<file path="config.mk">
export PLATFORM = sky130hd
export DESIGN_NAME = protobuf_wire_field_parser_flat
export DESIGN_NICKNAME = d
export VERILOG_FILES = /design/src/design/pwfp_pkg.sv /design/src/design/pwfp_if.sv /design/src/design/protobuf_wire_field_parser.sv /design/src/flat_wrapper.sv
export SDC_FILE = /design/constraint.sdc
export NUM_CORES = 1
export LEC_CHECK = 0
export BUFFER_PORTS_ARGS = -buffer_cell sky130_fd_sc_hd__buf_4
export CAP_MARGIN = 20
export CORE_MARGIN = 10
export CORE_UTILIZATION = 55
export CTS_CLUSTER_DIAMETER = 80
export DETAILED_ROUTE_END_ITERATION = 12
export GPL_ROUTABILITY_DRIVEN = 0
export GPL_TIMING_DRIVEN = 0
export MAX_ROUTING_LAYER = met4
export PLACE_DENSITY_LB_ADDON = 0.08
export SLEW_MARGIN = 25
export SYNTH_ARGS = -nofsm -noshare
export SYNTH_HDL_FRONTEND = slang
export SYNTH_SLANG_ARGS = --single-unit
</file>
<file path="constraint.sdc">
create_clock -name clk -period 5.9 [get_ports clk]
set_clock_uncertainty 0.2 [all_clocks]
set_input_delay 0.59 -clock clk [delete_from_list [all_inputs] [get_ports clk]]
set_output_delay 0.59 -clock clk [all_outputs]
set_load 0.005 [all_outputs]
</file>
<file path="src/design/pwfp_pkg.sv">
// shared types, constants and helpers of the protobuf wire field parser
package pwfp_pkg;

  localparam int LEN_BITS_DEF = 32;
  localparam int GRP_W = 4;
  localparam int SEL_W = 3;

  // last 7-bit group index of a 64-bit varint
  localparam logic [GRP_W-1:0] GRP_LAST = 4'd9;

  localparam logic [2:0] WIRE_VARINT = 3'd0;
  localparam logic [2:0] WIRE_FIXED64 = 3'd1;
  localparam logic [2:0] WIRE_LEN = 3'd2;
  localparam logic [2:0] WIRE_FIXED32 = 3'd5;

  localparam logic [SEL_W-1:0] SEL_NONE = 3'd0;
  localparam logic [SEL_W-1:0] SEL_SOURCE = 3'd1;
  localparam logic [SEL_W-1:0] SEL_DEST = 3'd2;
  localparam logic [SEL_W-1:0] SEL_NAMESPACE = 3'd3;
  localparam logic [SEL_W-1:0] SEL_PAYLOAD = 3'd4;

  localparam logic [3:0] FIELD_SOURCE = 4'd2;
  localparam logic [3:0] FIELD_DEST = 4'd3;
  localparam logic [3:0] FIELD_NAMESPACE = 4'd4;
  localparam logic [3:0] FIELD_PAYLOAD = 4'd6;

  localparam logic [3:0] FIXED64_BYTES = 4'd8;
  localparam logic [3:0] FIXED32_BYTES = 4'd4;

  typedef enum logic [5:0] {
    MODE_TAG   = 6'b000001,
    MODE_VALUE = 6'b000010,
    MODE_LEN   = 6'b000100,
    MODE_DATA  = 6'b001000,
    MODE_FIXED = 6'b010000,
    MODE_HALT  = 6'b100000
  } mode_t;

  // string select for a field number that fits in four bits
  function automatic logic [SEL_W-1:0] select_of(input logic [3:0] field);
    logic [SEL_W-1:0] sel;
    sel = SEL_NONE;
    if (field == FIELD_SOURCE) sel = SEL_SOURCE;
    else if (field == FIELD_DEST) sel = SEL_DEST;
    else if (field == FIELD_NAMESPACE) sel = SEL_NAMESPACE;
    else if (field == FIELD_PAYLOAD) sel = SEL_PAYLOAD;
    return sel;
  endfunction

endpackage

</file>
<file path="src/design/pwfp_if.sv">
// valid/ready channel interfaces for body bytes and parse results
interface pwfp_in_if;
  logic       valid;
  logic       ready;
  logic [7:0] data_byte;
  logic       is_last;

  modport source (output valid, output data_byte, output is_last, input ready);
  modport sink (input valid, input data_byte, input is_last, output ready);
endinterface

interface pwfp_out_if;
  logic                        valid;
  logic                        ready;
  logic                        byte_valid;
  logic [7:0]                  out_byte;
  logic [pwfp_pkg::SEL_W-1:0]  string_sel;
  logic                        string_end;
  logic                        body_done;
  logic                        parse_status;

  modport source (output valid, output byte_valid, output out_byte, output string_sel,
                  output string_end, output body_done, output parse_status, input ready);
  modport sink (input valid, input byte_valid, input out_byte, input string_sel,
                input string_end, input body_done, input parse_status, output ready);
endinterface

</file>
<file path="src/design/protobuf_wire_field_parser.sv">
// Protobuf wire-format field parser: one body byte in, one result out.
// Input channel in_ch carries data_byte and is_last (set on the final body byte).
// Output channel out_ch carries exactly one result per accepted byte:
// byte_valid/out_byte for a byte of a selected string (fields 2, 3, 4, 6),
// string_sel and string_end to frame strings (an empty string gives one end
// marker), and body_done/parse_status on the result of the final byte.
// Strings already passed must be dropped by the consumer on a malformed status.
// From acceptance a byte passes an input register, then the varint/field decode
// into the result register. Throughput is one byte per cycle while the receiver
// does not stall; the running parse state updates as each byte advances.
// The input register takes a new byte while a result waits in the output
// register; when the receiver stalls both fill and ready drops, nothing lost.
// Reset (rst, synchronous) empties both registers and puts the parser back to
// expecting a tag; the state also returns there after every final byte.
// LEN_BITS sets the widest accepted string length; longer lengths are errors.
module protobuf_wire_field_parser #(
  parameter int LEN_BITS = pwfp_pkg::LEN_BITS_DEF
) (
  input logic         clk,
  input logic         rst,
  pwfp_in_if.sink     in_ch,
  pwfp_out_if.source  out_ch
);

  // input register
  logic       s1_valid;
  logic [7:0] s1_byte;
  logic       s1_last;

  // parse state
  pwfp_pkg::mode_t             mode, mode_next;
  logic [LEN_BITS-1:0]         accum, accum_next;
  logic                        ovf, ovf_next;
  logic [pwfp_pkg::GRP_W-1:0]  grp, grp_next;
  logic [LEN_BITS-1:0]         remain, remain_next;
  logic [pwfp_pkg::SEL_W-1:0]  field, field_next;
  logic                        err, err_next;

  // result of the byte in the input register
  logic                        r_byte_valid;
  logic [7:0]                  r_out_byte;
  logic [pwfp_pkg::SEL_W-1:0]  r_sel;
  logic                        r_end;
  logic                        r_done;
  logic                        r_status;

  logic        advance;
  logic [6:0]  shamt;
  logic [63:0] contrib;
  logic        contrib_hi_nz;
  logic [LEN_BITS-1:0] accum_or;
  logic        ovf_or;
  logic [LEN_BITS-1:0] remain_dec;
  logic [2:0]  wire_type;
  logic        tag_hi_nz;

  assign advance = s1_valid && (!out_ch.valid || out_ch.ready);
  assign in_ch.ready = !s1_valid || advance;

  assign shamt = 7'(grp) * 7'd7;
  assign contrib = 64'(s1_byte[6:0]) << shamt;

  if (LEN_BITS < 64) begin : g_ovf
    assign contrib_hi_nz = |contrib[63:LEN_BITS];
  end else begin : g_no_ovf
    assign contrib_hi_nz = 1'b0;
  end

  assign accum_or = accum | contrib[LEN_BITS-1:0];
  assign ovf_or = ovf | contrib_hi_nz;
  assign remain_dec = remain - LEN_BITS'(1);
  assign wire_type = accum_or[2:0];
  assign tag_hi_nz = (|accum_or[LEN_BITS-1:7]) || ovf_or;

  always_comb begin
    mode_next = mode;
    accum_next = accum;
    ovf_next = ovf;
    grp_next = grp;
    remain_next = remain;
    field_next = field;
    err_next = err;
    r_byte_valid = 1'b0;
    r_out_byte = 8'd0;
    r_sel = pwfp_pkg::SEL_NONE;
    r_end = 1'b0;
    r_done = 1'b0;
    r_status = 1'b0;

    unique case (mode)
      pwfp_pkg::MODE_TAG, pwfp_pkg::MODE_VALUE, pwfp_pkg::MODE_LEN: begin
        accum_next = accum_or;
        ovf_next = ovf_or;
        if (!s1_byte[7]) begin
          accum_next = '0;
          ovf_next = 1'b0;
          grp_next = '0;
          if (mode == pwfp_pkg::MODE_TAG) begin
            field_next = tag_hi_nz ? pwfp_pkg::SEL_NONE : pwfp_pkg::select_of(accum_or[6:3]);
            unique case (wire_type)
              pwfp_pkg::WIRE_VARINT: mode_next = pwfp_pkg::MODE_VALUE;
              pwfp_pkg::WIRE_LEN: mode_next = pwfp_pkg::MODE_LEN;
              pwfp_pkg::WIRE_FIXED64: begin
                mode_next = pwfp_pkg::MODE_FIXED;
                remain_next = LEN_BITS'(pwfp_pkg::FIXED64_BYTES);
              end
              pwfp_pkg::WIRE_FIXED32: begin
                mode_next = pwfp_pkg::MODE_FIXED;
                remain_next = LEN_BITS'(pwfp_pkg::FIXED32_BYTES);
              end
              default: begin
                err_next = 1'b1;
                mode_next = pwfp_pkg::MODE_HALT;
              end
            endcase
            // body may not end right before a value or a length
            if (s1_last && (wire_type == pwfp_pkg::WIRE_VARINT ||
                            wire_type == pwfp_pkg::WIRE_LEN)) begin
              err_next = 1'b1;
              mode_next = pwfp_pkg::MODE_HALT;
            end
          end else if (mode == pwfp_pkg::MODE_VALUE) begin
            mode_next = pwfp_pkg::MODE_TAG;
          end else if (ovf_or) begin
            err_next = 1'b1;
            mode_next = pwfp_pkg::MODE_HALT;
          end else if (accum_or == '0) begin
            // empty string: one end marker
            if (field != pwfp_pkg::SEL_NONE) begin
              r_sel = field;
              r_end = 1'b1;
            end
            mode_next = pwfp_pkg::MODE_TAG;
          end else begin
            remain_next = accum_or;
            mode_next = pwfp_pkg::MODE_DATA;
            if (s1_last) begin
              err_next = 1'b1;
              mode_next = pwfp_pkg::MODE_HALT;
            end
          end
        end else begin
          grp_next = grp + pwfp_pkg::GRP_W'(1);
          if (grp == pwfp_pkg::GRP_LAST || s1_last) begin
            err_next = 1'b1;
            mode_next = pwfp_pkg::MODE_HALT;
          end
        end
      end
      pwfp_pkg::MODE_DATA: begin
        remain_next = remain_dec;
        if (field != pwfp_pkg::SEL_NONE) begin
          r_byte_valid = 1'b1;
          r_out_byte = s1_byte;
          r_sel = field;
          r_end = (remain_dec == '0);
        end
        if (remain_dec == '0) begin
          mode_next = pwfp_pkg::MODE_TAG;
        end else if (s1_last) begin
          err_next = 1'b1;
          mode_next = pwfp_pkg::MODE_HALT;
        end
      end
      pwfp_pkg::MODE_FIXED: begin
        remain_next = remain_dec;
        if (remain_dec == '0) mode_next = pwfp_pkg::MODE_TAG;
      end
      default: begin
        // halted: wait for the final byte
      end
    endcase

    if (s1_last) begin
      r_done = 1'b1;
      r_status = err_next;
      mode_next = pwfp_pkg::MODE_TAG;
      accum_next = '0;
      ovf_next = 1'b0;
      grp_next = '0;
      remain_next = '0;
      field_next = pwfp_pkg::SEL_NONE;
      err_next = 1'b0;
    end
  end

  always_ff @(posedge clk) begin
    if (rst) begin
      s1_valid <= 1'b0;
    end else if (in_ch.valid && in_ch.ready) begin
      s1_valid <= 1'b1;
    end else if (advance) begin
      s1_valid <= 1'b0;
    end
  end

  always_ff @(posedge clk) begin
    if (in_ch.valid && in_ch.ready) begin
      s1_byte <= in_ch.data_byte;
      s1_last <= in_ch.is_last;
    end
  end

  always_ff @(posedge clk) begin
    if (rst) begin
      mode <= pwfp_pkg::MODE_TAG;
      accum <= '0;
      ovf <= 1'b0;
      grp <= '0;
      remain <= '0;
      field <= pwfp_pkg::SEL_NONE;
      err <= 1'b0;
    end else if (advance) begin
      mode <= mode_next;
      accum <= accum_next;
      ovf <= ovf_next;
      grp <= grp_next;
      remain <= remain_next;
      field <= field_next;
      err <= err_next;
    end
  end

  always_ff @(posedge clk) begin
    if (rst) begin
      out_ch.valid <= 1'b0;
    end else if (advance) begin
      out_ch.valid <= 1'b1;
    end else if (out_ch.ready) begin
      out_ch.valid <= 1'b0;
    end
  end

  always_ff @(posedge clk) begin
    if (advance) begin
      out_ch.byte_valid <= r_byte_valid;
      out_ch.out_byte <= r_out_byte;
      out_ch.string_sel <= r_sel;
      out_ch.string_end <= r_end;
      out_ch.body_done <= r_done;
      out_ch.parse_status <= r_status;
    end
  end

endmodule

</file>
<file path="src/flat_wrapper.sv">
// flat-port wrapper written by rule: the top's interface ports become plain ports
module protobuf_wire_field_parser_flat 
#(
  parameter int LEN_BITS = pwfp_pkg::LEN_BITS_DEF
)
  (clk, rst, in_ch_valid, in_ch_data_byte, in_ch_is_last, in_ch_ready, out_ch_valid, out_ch_byte_valid, out_ch_out_byte, out_ch_string_sel, out_ch_string_end, out_ch_body_done, out_ch_parse_status, out_ch_ready);
  pwfp_in_if in_ch_i ();
  pwfp_out_if out_ch_i ();
  input logic clk;
  input logic rst;
  input wire logic [$bits(in_ch_i.valid)-1:0] in_ch_valid;
  input wire logic [$bits(in_ch_i.data_byte)-1:0] in_ch_data_byte;
  input wire logic [$bits(in_ch_i.is_last)-1:0] in_ch_is_last;
  output wire logic [$bits(in_ch_i.ready)-1:0] in_ch_ready;
  output wire logic [$bits(out_ch_i.valid)-1:0] out_ch_valid;
  output wire logic [$bits(out_ch_i.byte_valid)-1:0] out_ch_byte_valid;
  output wire logic [$bits(out_ch_i.out_byte)-1:0] out_ch_out_byte;
  output wire logic [$bits(out_ch_i.string_sel)-1:0] out_ch_string_sel;
  output wire logic [$bits(out_ch_i.string_end)-1:0] out_ch_string_end;
  output wire logic [$bits(out_ch_i.body_done)-1:0] out_ch_body_done;
  output wire logic [$bits(out_ch_i.parse_status)-1:0] out_ch_parse_status;
  input wire logic [$bits(out_ch_i.ready)-1:0] out_ch_ready;
  assign in_ch_i.valid = in_ch_valid;
  assign in_ch_i.data_byte = in_ch_data_byte;
  assign in_ch_i.is_last = in_ch_is_last;
  assign in_ch_ready = in_ch_i.ready;
  assign out_ch_valid = out_ch_i.valid;
  assign out_ch_byte_valid = out_ch_i.byte_valid;
  assign out_ch_out_byte = out_ch_i.out_byte;
  assign out_ch_string_sel = out_ch_i.string_sel;
  assign out_ch_string_end = out_ch_i.string_end;
  assign out_ch_body_done = out_ch_i.body_done;
  assign out_ch_parse_status = out_ch_i.parse_status;
  assign out_ch_i.ready = out_ch_ready;
  protobuf_wire_field_parser #(.LEN_BITS(LEN_BITS)) u_core (.clk(clk), .rst(rst), .in_ch(in_ch_i), .out_ch(out_ch_i));
endmodule
</file>
==> flow_summary.yaml <==
setup_path:
  crit_required_ps: 6000
  crit_type: "reg -> reg"
  cp_num_buf_inv: 2
  start_kind: "flip-flop"
  crit_chain: "clkbuf_1, nor4_1, nand2_1, or3_1, clkbuf_1, xor2_1, o2111ai_1, nor4_2, o221ai_2, mux2_2"
  cp_slowest_stage_delay_ps: 620
  worst_setup_path_end_kind: "flip-flop"
  cpLargestDelayFamily: "simple AND/OR/NAND/NOR gates"
  crit_slowest_cell: "nor4_1"
  worst_path_most_repeated_cell: "clkbuf_1"
  arrival_ps: 3920
  cp_max_fo: 7
clock_tree:
  cts_tree: "done"
  worstSkewPairLatency_ps: 410
  clockBufferDepth: 2
  root_buffer: "clkbuf_8"
  h-tree-depth: 3
  cts_buffers: 9
  cts-resized-gates: 0
  path_clk_slew_ps: 100
  cts_sinks: 105
  holdBufCountCts: 0
  post_cts_buffers: 0
worst_hold_path:
  hold_class: "in -> reg"
pwr:
  switchingPower_mw: 0.571
  p_leak_nw: 2.28
  p_per_area_nw_per_um2: 261
  p_sw_share_pct: 34.1
  p_comb_share_pct: 24.9
  p_total_mw: 1.67
  ir_drop_mv: 0.190
  power_frac_seq_pct: 47.4
  p_clk_share_pct: 27.8
  p_int_mw: 1.10
timing:
  setup_ws_ps: 2080
  timing.setup.tns_ps: 0
  hold_ws_ps: 157
  rsz0062_at_grt: "false"
  setup_violations: 0
  post-route-min-period_ps: 3820
  hold_viol_final: 0
  relSlewSlack_pct: 34.2
  max_freq_ghz: 0.262
  post-route-period-util_pct: 64.8
  slew_violations: 0
  worstMarginPinSlew_ps: 985
global_routing:
  grtUsageTotal_pct: 24.6
  antenna_found_initial: 0
  grt_max_degree: 19
  grt_pass1_wl_microns: 28600
  overflow: 0
  grt_pass1_vias: 5390
synth:
  postSynthCellCount: 719
  synthArstFlopShare_pct: 0
  ys_seq_elements: 105
  ys_seq_area_share_pct: 40.1
  synth.distinct_cells: 73
  syn_area_per_cell_sq_um: 8.13
  yosys_warnings: 0
  syn_nets: 736
  syn-cell-area_sq_um: 5840
  ys.flop_type: "dfxtp_1"
  synth_edf_count: 24
layout:
  final_cell_mix: "nor2_1, dfxtp_1, a21oi_1"
  num-nets-final: 775
  n_fill_cell: 938
  drive_above_1_share_pct: 9.31
  final_common_cell: "nor2_1"
  n_antenna_cell: 0
  post-route-util_pct: 62.2
  areaGrowthSynthToFinish_pct: 9.78
drt:
  drtAntennaViolNets: 0
  firstDrtPassIters: 5
  wirelength_microns: 18100
  drc_errors: 0
  wl_per_cell_microns: 20.1
  dr_total_vias: 5910
  drt_iter0_markers: 763
  vias_per_cell: 6.57
placement:
  hpwlAfterDp_microns: 13200
  place_ws_ps: 2200
  portBuffers: 28
die:
  rows: 37
  start_util_pct: 56.6
  die_h_microns: 123
  io_pins: 30
  dieWidth_microns: 123
  dieArea_sq_um: 15100
  core_area_sq_um: 10300
outcome:
  outcome: "complete, no violations"
flow_run:
  maxCapViolCount: 0
[power groups by stage]
| stage | Combinational (mW) | Clock [mW] | Sequential, mW |
|---|---|---|---|
| 2_1_floorplan | 0.295 | 0 | 0.799 |
| 3_3_place_gp | 0.396 | 0 | 0.806 |
| 5_1_grt | 0.450 | 0.490 | 0.796 |
| 3_5_place_dp | 0.402 | 0 | 0.807 |
| 4_1_cts | 0.404 | 0.465 | 0.791 |
| 6_report | 0.416 | 0.465 | 0.792 |
[flip-flops by register name (all words and copies together) (netlist names), 3 cells and up]
signal / flops
u_core.s1_byte: 8
u_core.grp: 4
u_core.field: 3
u_core.out_ch.out_byte: 8
u_core.remain: 32
u_core.mode: 6
u_core.accum: 32
u_core.out_ch.string_sel: 3
[synthesized netlist by cell type (13+ instances only)]
cell / instances / area (sq um)
nor2_1: 118 / 443
dfxtp_1: 81 / 1620
a21oi_1: 49 / 245
a31oi_1: 48 / 300
nand2_1: 45 / 169
clkbuf_1: 43 / 161
nor3_1: 30 / 150
o21ai_0: 29 / 145
edfxtp_1: 24 / 721
nand3_1: 20 / 100
nor4_1: 14 / 87.6
and2_1: 13 / 81.3
[worst paths after layout]
kind                                       start  slack (ps)  cells past startpoint                            end
setup / recovery  u_core.remain[20]$_SDFFE_PP0P_        2080                     10    u_core.mode[3]$_SDFFE_PP0P_
hold / removal                in_ch_data_byte[1]         160                      1    u_core.s1_byte[1]$_DFFE_PP_
setup reg to reg  u_core.remain[20]$_SDFFE_PP0P_        2080                     10    u_core.mode[3]$_SDFFE_PP0P_
hold reg to reg    u_core.accum[12]$_SDFFE_PP0P_         280                      2  u_core.accum[12]$_SDFFE_PP0P_
[final cells by class]
| type | count | area (sq um) | share of cell area, % |
|---|---|---|---|
| clock buffer | 10 | 128 | 1.99 |
| clock inverter | 6 | 63.8 | 0.995 |
| inverter | 9 | 33.8 | 0.527 |
| timing repair buffer | 28 | 210 | 3.28 |
| multi-input combinational | 550 | 3210 | 50.1 |
| sequential | 105 | 2340 | 36.5 |
| tap | 136 | 170 | 2.65 |
| buffer | 55 | 254 | 3.96 |
[logic make-up after synthesis]
family	after synthesis	synth area share, %
simple gates	318	28.0
compound gates	199	21.5
flops	105	40.1
buf+inv	64	4.92
xor+xnor	18	2.70
mux	11	1.91
fa+ha+maj	4	0.856
[metal layers]
metal / part of all wire, % / up-vias / GRT usage (%)
met5: 0 / - / -
met4: 3.7 / 0 / 10.0
met3: 8.8 / 61 / 5.01
met2: 45 / 360 / 38.0
met1: 42 / 2758 / 30.9
li1: - / 2731 / -
[metrics by stage]
stage                     cell area (sq um)  cells
after CTS                              6420    899
after detailed placement               6220    883
after floorplan                        5840    719
after global routing                   6420    899
final                                  6420    899
after global placement                 6220    883
Power figures use the tool's default switching activity.
